==> config.mk <==
export PLATFORM = sky130hd
export DESIGN_NAME = one_wire_bus_master_flat
export DESIGN_NICKNAME = d
export VERILOG_FILES = /design/src/rtl/core/owbm_pkg.sv /design/src/rtl/core/owbm_channels.sv /design/src/rtl/core/owbm_front.sv /design/src/rtl/core/owbm_engine.sv /design/src/rtl/core/one_wire_bus_master.sv /design/src/flat_wrapper.sv
export SDC_FILE = /design/constraint.sdc
export NUM_CORES = 1
export LEC_CHECK = 0
export BUFFER_PORTS_ARGS = -buffer_cell sky130_fd_sc_hd__buf_2
export CAP_MARGIN = 5
export CORE_MARGIN = 2
export CORE_UTILIZATION = 40
export CTS_CLUSTER_SIZE = 24
export DETAILED_ROUTE_END_ITERATION = 10
export GPL_TIMING_DRIVEN = 0
export PLACE_DENSITY = 0.59
export SLEW_MARGIN = 20
export SYNTH_ARGS = -nofsm -noshare
export SYNTH_HDL_FRONTEND = slang
export SYNTH_SLANG_ARGS = --single-unit
==> constraint.sdc <==
create_clock -name clk -period 5.65 [get_ports clk]
set_input_delay 0.2825 -clock clk [delete_from_list [all_inputs] [get_ports clk]]
set_output_delay 0.2825 -clock clk [all_outputs]
set_load 0.03 [all_outputs]
==> src/rtl/core/owbm_pkg.sv <==
// Shared types, codes, bus timing constants and command decode of the 1-Wire bus master
package owbm_pkg;

	// operation codes
	localparam logic [2:0] OP_NONE    = 3'd0;
	localparam logic [2:0] OP_RESET   = 3'd1;
	localparam logic [2:0] OP_WRITE   = 3'd2;
	localparam logic [2:0] OP_READ    = 3'd3;
	localparam logic [2:0] OP_CONVERT = 3'd4;
	localparam logic [2:0] OP_TEMP    = 3'd5;

	// slot kinds
	localparam logic [1:0] KIND_NONE  = 2'd0;
	localparam logic [1:0] KIND_RESET = 2'd1;
	localparam logic [1:0] KIND_WRITE = 2'd2;
	localparam logic [1:0] KIND_READ  = 2'd3;

	// slot timing in microseconds
	localparam logic [9:0] RESET_LOW_US      = 10'd480;
	localparam logic [9:0] RESET_SAMPLE_US   = 10'd560;
	localparam logic [9:0] RESET_END_US      = 10'd960;
	localparam logic [9:0] WRITE_ONE_LOW_US  = 10'd6;
	localparam logic [9:0] WRITE_ZERO_LOW_US = 10'd60;
	localparam logic [9:0] WRITE_END_US      = 10'd70;
	localparam logic [9:0] READ_LOW_US       = 10'd2;
	localparam logic [9:0] READ_SAMPLE_US    = 10'd15;
	localparam logic [9:0] READ_END_US       = 10'd60;

	// ROM and function commands
	localparam logic [7:0] CMD_SKIP_ROM = 8'hCC;
	localparam logic [7:0] CMD_CONVERT  = 8'h44;
	localparam logic [7:0] CMD_READ_PAD = 8'hBE;

	localparam logic [7:0] CPU_RESET = 8'd96;

	// input item as it travels through the queue, with its class
	typedef struct packed {
		logic [2:0] operation;
		logic [7:0] send_byte;
		logic       line_level;
		logic       is_cmd;
	} item_t;

	// what the next step of a sequence starts
	typedef struct packed {
		logic       ok;
		logic [1:0] kind;
		logic       load;
		logic [7:0] value;
	} launch_t;

	function automatic launch_t launch_f(input logic [2:0] cmd, input logic [2:0] step,
		input logic [7:0] first_byte);
		launch_t l;
		l = '{ok: 1'b0, kind: KIND_NONE, load: 1'b0, value: 8'h00};
		if (step == 3'd0) begin
			case (cmd)
				OP_RESET, OP_CONVERT, OP_TEMP: begin
					l.ok = 1'b1;
					l.kind = KIND_RESET;
				end
				OP_WRITE: begin
					l = '{ok: 1'b1, kind: KIND_WRITE, load: 1'b1, value: first_byte};
				end
				OP_READ: begin
					l = '{ok: 1'b1, kind: KIND_READ, load: 1'b1, value: 8'h00};
				end
				default: l.ok = 1'b0;
			endcase
		end else if (cmd == OP_CONVERT || cmd == OP_TEMP) begin
			if (step == 3'd1) begin
				l = '{ok: 1'b1, kind: KIND_WRITE, load: 1'b1, value: CMD_SKIP_ROM};
			end else if (step == 3'd2) begin
				l = '{ok: 1'b1, kind: KIND_WRITE, load: 1'b1,
					value: (cmd == OP_CONVERT) ? CMD_CONVERT : CMD_READ_PAD};
			end else if (cmd == OP_TEMP && (step == 3'd3 || step == 3'd4)) begin
				l = '{ok: 1'b1, kind: KIND_READ, load: 1'b1, value: 8'h00};
			end
		end
		return l;
	endfunction

endpackage

==> src/rtl/core/owbm_channels.sv <==
// Handshake channel interfaces: input items, results and the divider register write
interface owbm_in_if;
	logic       valid;
	logic       ready;
	logic [2:0] operation;
	logic [7:0] send_byte;
	logic       line_level;
	modport source (output valid, output operation, output send_byte, output line_level,
		input ready);
	modport sink (input valid, input operation, input send_byte, input line_level,
		output ready);
endinterface

interface owbm_out_if;
	logic              valid;
	logic              ready;
	logic              pull_low;
	logic              busy_res;
	logic              finished;
	logic              status;
	logic [7:0]        received_byte;
	logic signed [15:0] temperature;
	modport source (output valid, output pull_low, output busy_res, output finished,
		output status, output received_byte, output temperature, input ready);
	modport sink (input valid, input pull_low, input busy_res, input finished,
		input status, input received_byte, input temperature, output ready);
endinterface

interface owbm_cfg_if;
	logic       valid;
	logic       ready;
	logic [7:0] data;
	modport source (output valid, output data, input ready);
	modport sink (input valid, input data, output ready);
endinterface

==> src/rtl/core/owbm_front.sv <==
// Front end: accepts input transactions, tags real commands, two-entry queue to the engine
module owbm_front
	import owbm_pkg::*;
(
	input  logic       clk,
	input  logic       arst_n,
	owbm_in_if.sink    in_ch,
	input  logic       pop,
	output logic       head_valid,
	output item_t      head
);

	item_t      slot_q [2];
	logic       wr_ptr_q;
	logic       rd_ptr_q;
	logic [1:0] count_q;
	logic       push;
	item_t      tagged_item;

	assign in_ch.ready = (count_q != 2'd2);
	assign push        = in_ch.valid && in_ch.ready;
	assign head_valid  = (count_q != 2'd0);
	assign head        = slot_q[rd_ptr_q];

	// classify: only operations 1 to 5 start a sequence
	always_comb begin
		tagged_item.operation  = in_ch.operation;
		tagged_item.send_byte  = in_ch.send_byte;
		tagged_item.line_level = in_ch.line_level;
		tagged_item.is_cmd     = (in_ch.operation >= OP_RESET) && (in_ch.operation <= OP_TEMP);
	end

	// queue payload
	always_ff @(posedge clk) begin
		if (push) begin
			slot_q[wr_ptr_q] <= tagged_item;
		end
	end

	// queue pointers and fill
	always_ff @(posedge clk or negedge arst_n) begin
		if (!arst_n) begin
			wr_ptr_q <= 1'b0;
			rd_ptr_q <= 1'b0;
			count_q  <= 2'd0;
		end else begin
			if (push) wr_ptr_q <= ~wr_ptr_q;
			if (pop) rd_ptr_q <= ~rd_ptr_q;
			count_q <= count_q + {1'b0, push} - {1'b0, pop};
		end
	end

endmodule

==> src/rtl/core/owbm_engine.sv <==
// Back end: bit-timing engine, one queued transaction per cycle while the result is taken, result register
module owbm_engine
	import owbm_pkg::*;
(
	input  logic       clk,
	input  logic       arst_n,
	input  logic [7:0] cpu,
	input  logic       head_valid,
	input  item_t      head,
	output logic       pop,
	owbm_out_if.source out_ch
);

	// sequence state
	logic [2:0] cmd_q, cmd_n;
	logic [1:0] kind_q, kind_n;
	logic [7:0] pre_q, pre_n;
	logic [9:0] slot_q, slot_n;
	logic [2:0] bit_q, bit_n;
	logic [2:0] seq_q, seq_n;
	logic [7:0] shift_q, shift_n;
	logic [15:0] temp_q, temp_n;
	logic        pres_q, pres_n;

	// result register
	logic        out_valid_q;
	logic        pull_q, busy_q, fin_q, status_q;
	logic [7:0]  rx_q;
	logic [15:0] tout_q;

	logic        fire;
	logic        pull_n, fin_n, status_n;
	logic [7:0]  rx_n;
	logic [15:0] tout_n;
	logic [7:0]  limit;
	logic        tick, end_now, do_adv, do_finish, finish_ok;
	launch_t     l_first, l_next;

	assign fire = head_valid && (!out_valid_q || out_ch.ready);
	assign pop  = fire;

	assign limit   = (cpu == 8'd0) ? 8'd1 : cpu;
	assign l_first = launch_f(head.operation, 3'd0, head.send_byte);
	assign l_next  = launch_f(cmd_q, seq_q + 3'd1, 8'h00);

	// next state for one transaction
	always_comb begin
		cmd_n = cmd_q; kind_n = kind_q; pre_n = pre_q; slot_n = slot_q; bit_n = bit_q;
		seq_n = seq_q; shift_n = shift_q; temp_n = temp_q; pres_n = pres_q;
		fin_n = 1'b0; status_n = 1'b0; rx_n = 8'h00; tout_n = 16'h0000;
		tick = 1'b0; end_now = 1'b0; do_adv = 1'b0; do_finish = 1'b0; finish_ok = 1'b0;
		pull_n = 1'b0;

		if (cmd_q == OP_NONE && kind_q == KIND_NONE) begin
			// idle: start a command
			if (head.is_cmd) begin
				cmd_n  = head.operation;
				seq_n  = 3'd0;
				pres_n = 1'b0;
				kind_n = l_first.kind;
				slot_n = 10'd0;
				pre_n  = 8'd0;
				if (l_first.load) begin
					bit_n   = 3'd0;
					shift_n = l_first.value;
				end
			end
		end else begin
			// prescaler
			if ({1'b0, pre_q} + 9'd1 >= {1'b0, limit}) begin
				pre_n = 8'd0;
				tick  = 1'b1;
			end else begin
				pre_n = pre_q + 8'd1;
			end
			if (tick) begin
				slot_n = slot_q + 10'd1;
				case (kind_q)
					KIND_RESET: begin
						if (slot_n == RESET_SAMPLE_US) pres_n = ~head.line_level;
						end_now = (slot_n == RESET_END_US);
					end
					KIND_WRITE: end_now = (slot_n == WRITE_END_US);
					KIND_READ: begin
						if (slot_n == READ_SAMPLE_US) shift_n = {head.line_level, shift_q[7:1]};
						end_now = (slot_n == READ_END_US);
					end
					default: begin
						cmd_n  = OP_NONE;
						kind_n = KIND_NONE;
						seq_n  = 3'd0;
					end
				endcase
			end
			// end of slot
			if (end_now) begin
				if (kind_q == KIND_RESET) begin
					if (!pres_n) begin
						do_finish = 1'b1;
					end else begin
						do_adv = 1'b1;
					end
				end else begin
					if (kind_q == KIND_WRITE) shift_n = {1'b0, shift_n[7:1]};
					if (bit_q != 3'd7) begin
						bit_n  = bit_q + 3'd1;
						slot_n = 10'd0;
						pre_n  = 8'd0;
					end else begin
						if (cmd_q == OP_TEMP && seq_q == 3'd3) temp_n[7:0] = shift_n;
						else if (cmd_q == OP_TEMP && seq_q == 3'd4) temp_n[15:8] = shift_n;
						do_adv = 1'b1;
					end
				end
			end
			// next step of the sequence
			if (do_adv) begin
				seq_n = seq_q + 3'd1;
				if (l_next.ok) begin
					kind_n = l_next.kind;
					slot_n = 10'd0;
					pre_n  = 8'd0;
					if (l_next.load) begin
						bit_n   = 3'd0;
						shift_n = l_next.value;
					end
				end else begin
					do_finish = 1'b1;
					finish_ok = 1'b1;
				end
			end
			// sequence complete
			if (do_finish) begin
				fin_n    = 1'b1;
				status_n = ~finish_ok;
				if (finish_ok && (cmd_q == OP_READ || cmd_q == OP_TEMP)) rx_n = shift_n;
				if (finish_ok && cmd_q == OP_TEMP) tout_n = temp_n;
				cmd_n  = OP_NONE;
				kind_n = KIND_NONE;
				seq_n  = 3'd0;
				slot_n = 10'd0;
				pre_n  = 8'd0;
				bit_n  = 3'd0;
			end
		end

		// line drive from the updated state
		case (kind_n)
			KIND_RESET: pull_n = (slot_n < RESET_LOW_US);
			KIND_WRITE: pull_n = (slot_n < (shift_n[0] ? WRITE_ONE_LOW_US : WRITE_ZERO_LOW_US));
			KIND_READ:  pull_n = (slot_n < READ_LOW_US);
			default:    pull_n = 1'b0;
		endcase
		if (cmd_n == OP_NONE && kind_n == KIND_NONE) pull_n = 1'b0;
	end

	// state registers
	always_ff @(posedge clk or negedge arst_n) begin
		if (!arst_n) begin
			cmd_q   <= OP_NONE;
			kind_q  <= KIND_NONE;
			pre_q   <= 8'd0;
			slot_q  <= 10'd0;
			bit_q   <= 3'd0;
			seq_q   <= 3'd0;
			shift_q <= 8'd0;
			temp_q  <= 16'd0;
			pres_q  <= 1'b0;
		end else if (fire) begin
			cmd_q   <= cmd_n;
			kind_q  <= kind_n;
			pre_q   <= pre_n;
			slot_q  <= slot_n;
			bit_q   <= bit_n;
			seq_q   <= seq_n;
			shift_q <= shift_n;
			temp_q  <= temp_n;
			pres_q  <= pres_n;
		end
	end

	// result valid
	always_ff @(posedge clk or negedge arst_n) begin
		if (!arst_n) begin
			out_valid_q <= 1'b0;
		end else if (fire) begin
			out_valid_q <= 1'b1;
		end else if (out_ch.ready) begin
			out_valid_q <= 1'b0;
		end
	end

	// result payload
	always_ff @(posedge clk) begin
		if (fire) begin
			pull_q   <= pull_n;
			busy_q   <= (cmd_n != OP_NONE) || (kind_n != KIND_NONE);
			fin_q    <= fin_n;
			status_q <= status_n;
			rx_q     <= rx_n;
			tout_q   <= tout_n;
		end
	end

	assign out_ch.valid         = out_valid_q;
	assign out_ch.pull_low      = pull_q;
	assign out_ch.busy_res      = busy_q;
	assign out_ch.finished      = fin_q;
	assign out_ch.status        = status_q;
	assign out_ch.received_byte = rx_q;
	assign out_ch.temperature   = signed'(tout_q);

endmodule

==> src/rtl/core/one_wire_bus_master.sv <==
// 1-Wire bus master top level: divider register, front queue and timing engine
//
// Usage: each input transaction is one clock cycle of bus time. It carries an
// operation (0 none, 1 bus reset, 2 write byte, 3 read byte, 4 convert,
// 5 read temperature), the byte to send and the sampled line level. Every
// input transaction yields exactly one result transaction: line drive,
// busy flag, finish pulse, presence status, received byte and temperature.
// A command is taken only while no sequence runs; otherwise it is ignored.
// The cfg channel writes cycles_per_microsecond (reset 96); write it only
// while idle. cfg is always ready.
// An accepted input waits in the front queue until the engine takes it, and
// the engine then writes its result into the result register.
// Throughput: one transaction per cycle while results are taken, as the engine
// updates the slot timer, prescaler and shift register for each transaction.
// A two-entry queue parts input from engine and a result register holds the
// output, so a stalled receiver back-pressures the input once the queue fills.
// Reset (arst_n low) returns the engine to idle and empties queue and result.
module one_wire_bus_master
	import owbm_pkg::*;
(
	input  logic       clk,
	input  logic       arst_n,
	owbm_in_if.sink    in_ch,
	owbm_out_if.source out_ch,
	owbm_cfg_if.sink   cfg
);

	logic [7:0] cpu_q;
	logic       pop;
	logic       head_valid;
	item_t      head;

	// divider register
	assign cfg.ready = 1'b1;
	always_ff @(posedge clk or negedge arst_n) begin
		if (!arst_n) begin
			cpu_q <= CPU_RESET;
		end else if (cfg.valid) begin
			cpu_q <= cfg.data;
		end
	end

	owbm_front u_front (
		.clk        (clk),
		.arst_n     (arst_n),
		.in_ch      (in_ch),
		.pop        (pop),
		.head_valid (head_valid),
		.head       (head)
	);

	owbm_engine u_engine (
		.clk        (clk),
		.arst_n     (arst_n),
		.cpu        (cpu_q),
		.head_valid (head_valid),
		.head       (head),
		.pop        (pop),
		.out_ch     (out_ch)
	);

endmodule

==> src/flat_wrapper.sv <==
// flat-port wrapper written by rule: the top's interface ports become plain ports
module one_wire_bus_master_flat import owbm_pkg::*;
  (clk, arst_n, in_ch_valid, in_ch_operation, in_ch_send_byte, in_ch_line_level, in_ch_ready, out_ch_valid, out_ch_pull_low, out_ch_busy_res, out_ch_finished, out_ch_status, out_ch_received_byte, out_ch_temperature, out_ch_ready, cfg_valid, cfg_data, cfg_ready);
  owbm_in_if in_ch_i ();
  owbm_out_if out_ch_i ();
  owbm_cfg_if cfg_i ();
  input  logic clk;
  input  logic arst_n;
  input wire logic [$bits(in_ch_i.valid)-1:0] in_ch_valid;
  input wire logic [$bits(in_ch_i.operation)-1:0] in_ch_operation;
  input wire logic [$bits(in_ch_i.send_byte)-1:0] in_ch_send_byte;
  input wire logic [$bits(in_ch_i.line_level)-1:0] in_ch_line_level;
  output wire logic [$bits(in_ch_i.ready)-1:0] in_ch_ready;
  output wire logic [$bits(out_ch_i.valid)-1:0] out_ch_valid;
  output wire logic [$bits(out_ch_i.pull_low)-1:0] out_ch_pull_low;
  output wire logic [$bits(out_ch_i.busy_res)-1:0] out_ch_busy_res;
  output wire logic [$bits(out_ch_i.finished)-1:0] out_ch_finished;
  output wire logic [$bits(out_ch_i.status)-1:0] out_ch_status;
  output wire logic [$bits(out_ch_i.received_byte)-1:0] out_ch_received_byte;
  output wire logic [$bits(out_ch_i.temperature)-1:0] out_ch_temperature;
  input wire logic [$bits(out_ch_i.ready)-1:0] out_ch_ready;
  input wire logic [$bits(cfg_i.valid)-1:0] cfg_valid;
  input wire logic [$bits(cfg_i.data)-1:0] cfg_data;
  output wire logic [$bits(cfg_i.ready)-1:0] cfg_ready;
  assign in_ch_i.valid = in_ch_valid;
  assign in_ch_i.operation = in_ch_operation;
  assign in_ch_i.send_byte = in_ch_send_byte;
  assign in_ch_i.line_level = in_ch_line_level;
  assign in_ch_ready = in_ch_i.ready;
  assign out_ch_valid = out_ch_i.valid;
  assign out_ch_pull_low = out_ch_i.pull_low;
  assign out_ch_busy_res = out_ch_i.busy_res;
  assign out_ch_finished = out_ch_i.finished;
  assign out_ch_status = out_ch_i.status;
  assign out_ch_received_byte = out_ch_i.received_byte;
  assign out_ch_temperature = out_ch_i.temperature;
  assign out_ch_i.ready = out_ch_ready;
  assign cfg_i.valid = cfg_valid;
  assign cfg_i.data = cfg_data;
  assign cfg_ready = cfg_i.ready;
  one_wire_bus_master u_core (.clk(clk), .arst_n(arst_n), .in_ch(in_ch_i), .out_ch(out_ch_i), .cfg(cfg_i));
endmodule
==> metrics.txt <==
Core ar.=0.01718 mm2; Max Buffers Root-to-Sink=2; half-perimeter wire length of the detailed placement result=13.31 mm; Post-Synthesis Cell Area=0.006960 mm2; crit path capture type=register; number of global-route vias before repair=5,555; floorplan die area=0.01847 mm2; number of buffers added by the clock tree synthesis step=17; sum of negative setup slack=0 ns; CTS H-tree lvls=4; number of max-capacitance violations reported=0; total number of placement rows=48; global-route wire length before repair=29.44 mm; syn avg cell area=9.803 um2; die span in x=135.9 um; cell accounting for the most synthesized area=dfrtp_1; remaining number of nets flagged by the antenna check after routing=0; Required @ worst endpoint=5.85 ns; final clock skew=0.01230 ns; Ports=56; height of the chip=135.9 um; synth top area cells=dfrtp_1 (23%), edfxtp_1 (23%), nand2_1 (4.6%); pwr/cell area=466.1 mW/mm2; number of cells produced by synthesis=710; share of final-layout standard cells stronger than drive strength 1=0.1788; unrepaired setup endpoints after global routing=no; sequential cell area fraction in the yosys report=0.4742; number of buffer cells added on primary ports=54; antenna diode count=0; run status=complete, no violations; effective utilization at floorplan=0.4052; hold path cells=1; Max-Slew Margin vs Limit=0.2968; number of nets in the final layout=836; vias per cell=5.652; fraction of the core area covered by cells at the end of the flow=0.4749; path category of the worst min-delay check=input pin to register; overall track demand over capacity in global routing=0.2068; Static Leak=3.327 nW; critical path start-end classification=register to register; Via Count=5,793; placer's final routability congestion estimate=0.9519; final-report max-slew violation count=0; area overhead of the layout relative to synthesis=17.20%; ratio of final minimum period to clock period=0.9314; number of distinct library cell variants in the gate-level netlist after synthesis=74; EDFF count, synth=54; leftover overflow at the end of global routing=0; latest clock arrival within the worst-skew pair=0.42 ns; share of flip-flops with an asynchronous set or reset after synthesis=0.5537; maximum number of pins on one net before global-route repair=46; most used standard cell by instance count after synthesis=nand2_1; worst endpoint data arrival time=5.46 ns; final critical-path required period=5.263 ns; antenna violations before repair=0; register bit total from synthesis=121; sort of element at the start of the critical path=register; clock transition at the register clock pins on the worst setup and hold paths after CTS=0.06 ns; most instantiated cells after synthesis=nand2_1 (85), nor2_1 (80), dfrtp_1 (65); total of endpoints with negative setup slack in the final report=0; TritonCTS clock tree=done; number of nets produced by synthesis=759; first-pass iteration count of the detailed router=5; achievable clock frequency=190.0 MHz; number of cells on the worst reg-to-reg path=20; proportion of netlist area held by the largest area contributor=0.2337; Detailed Route WL=18.19 mm; transition time at the pin with the least slew margin=1.051 ns; Root Buffer Master=clkbuf_16; clock net sink count=121; average wire per standard cell=17.75 um; Worst IR Drop VDD=0.2852 mV; critical path peak fanout=10; Ys Warns=0; First DRT Iteration DRCs=385; final number of hold-violating endpoints=0; most frequently used flop master after synthesis=dfrtp_1; residual DRC count=0
==> logic make-up after synthesis <==
kind of cell,count (synthesis),synth area share
and+or+nand+nor,268,0.1898
AOI/OAI and AO/OA,183,0.1767
DFF,121,0.4742
buffers and inverters,60,0.04080
muxes,34,0.05087
adders and majority gates,24,0.04314
xor gates and xnor gates,19,0.02391
other,1,0.0005388
==> cell usage in the layout, fill, tap and decap left out, types with 9 or more instances in the layout <==
| cell type | n |
|---|---|
| a21oi_1 | 38 |
| a31oi_1 | 11 |
| buf_2 | 63 |
| clkbuf_1 | 21 |
| clkbuf_16 | 17 |
| dfrtp_1 | 65 |
| edfxtp_1 | 54 |
| ha_1 | 24 |
| inv_1 | 21 |
| mux2_2 | 11 |
| mux2i_1 | 23 |
| nand2_1 | 85 |
| nand2b_1 | 9 |
| nand3_1 | 17 |
| nor2_1 | 79 |
| nor3_1 | 18 |
| nor4_1 | 9 |
| o21ai_0 | 56 |
| xnor2_1 | 14 |
==> through the flow <==
step | area (um2) | hold WS (ns) | std cells | setup slack (ns) | power (mW)
2_1_floorplan | 6960 | -0.01309 | 710 | 1.093 | 2.315
3_3_place_gp | 7512 | 0.4614 | 989 | -0.1846 | 2.734
3_5_place_dp | 7564 | 0.2241 | 991 | -0.1960 | 2.779
4_1_cts | 8132 | 0.03873 | 1024 | 0.1138 | 3.812
5_1_grt | 8158 | 0.03525 | 1025 | 0.007147 | 4.042
6_report | 8158 | 0.04788 | 1025 | 0.3874 | 3.802
==> sequential cells by signal, indices dropped and copies added (netlist names), 8 cells and up <==
| name | flops |
|---|---|
| u_core.u_engine.temp_q | 16 |
| u_core.u_front.slot_q | 26 |
| u_core.u_engine.shift_q | 8 |
| u_core.cpu_q | 8 |
| u_core.u_engine.pre_q | 8 |
| u_core.u_engine.out_ch.temperature | 16 |
| u_core.u_engine.out_ch.received_byte | 8 |
| u_core.u_engine.slot_q | 10 |
==> per-layer routing <==
metal	track usage	vias to the layer above	part of all wire
met5	0	-	0
met4	0.06539	0	0.015
met3	0.04400	20	0.053
met2	0.3258	203	0.46
met1	0.2858	2797	0.47
li1	-	2773	-
==> power by group <==
part	leakage, nW	switching, mW	internal [mW]
Sequential	1.38	0.133	1.16
Combinational	1.69	1.02	0.479
Clock	0.257	0.401	0.612
Total	3.33	1.55	2.25
==> worst max-delay path, cell delays in order (launching register included) <==
cell and delay (ns):
dfrtp_1 0.47, ha_1 0.33, nand4_1 0.15, xnor2_1 0.18
ha_1 0.30, nand3_1 0.10, nor2_1 0.17, a21o_1 0.19
o211ai_1 0.21, or3_4 0.48, o21bai_4 0.21, a21oi_4 0.22
clkbuf_2 0.32, nor3_1 0.12, or2_2 0.33, ha_1 0.30
and3_1 0.21, and3b_1 0.18, o31ai_1 0.07, a31oi_1 0.12
a311oi_1 0.37
==> layout make-up <==
| cell class | count | area [um2] |
|---|---|---|
| fill | 1613 | 9019 |
| buffer | 39 | 207.7 |
| multi-input combinational | 529 | 3401 |
| tap | 225 | 281.5 |
| timing repair buffer | 58 | 337.8 |
| sequential | 121 | 3301 |
| inverter | 21 | 78.83 |
| clock inverter | 12 | 103.9 |
| clock buffer | 20 | 446.7 |
==> repair_timing <==
action,in CTS,in global routing
buffers inserted,0,1
hold buffers,1,0
pin swaps,0,3
resized for setup,3,3
setup endpoints to repair,1,1
endpoints found under the hold margin,20,0
gates cloned,0,0
==> final timing paths <==
path | startpoint | endpoint | slack (ns)
max | u_core.u_engine.pre_q[0]$_DFFE_PN0P_ | u_core.u_engine.out_ch.pull_low$_SDFFCE_PP0P_ | 0.39
min | in_ch_send_byte[4] | u_core.u_front.slot_q[1][6]$_DFFE_PP_ | 0.05
min in group asynchronous | arst_n | u_core.cpu_q[4]$_DFFE_PN0P_ | 0.32
max in group asynchronous | arst_n | u_core.u_engine.cmd_q[0]$_DFFE_PN0P_ | 4.78
max reg2reg | u_core.u_engine.pre_q[0]$_DFFE_PN0P_ | u_core.u_engine.out_ch.pull_low$_SDFFCE_PP0P_ | 0.39
min reg2reg | u_core.u_engine.temp_q[5]$_DFFE_PN0P_ | u_core.u_engine.temp_q[5]$_DFFE_PN0P_ | 0.48
No activity file was read; power rests on OpenSTA's default activity.
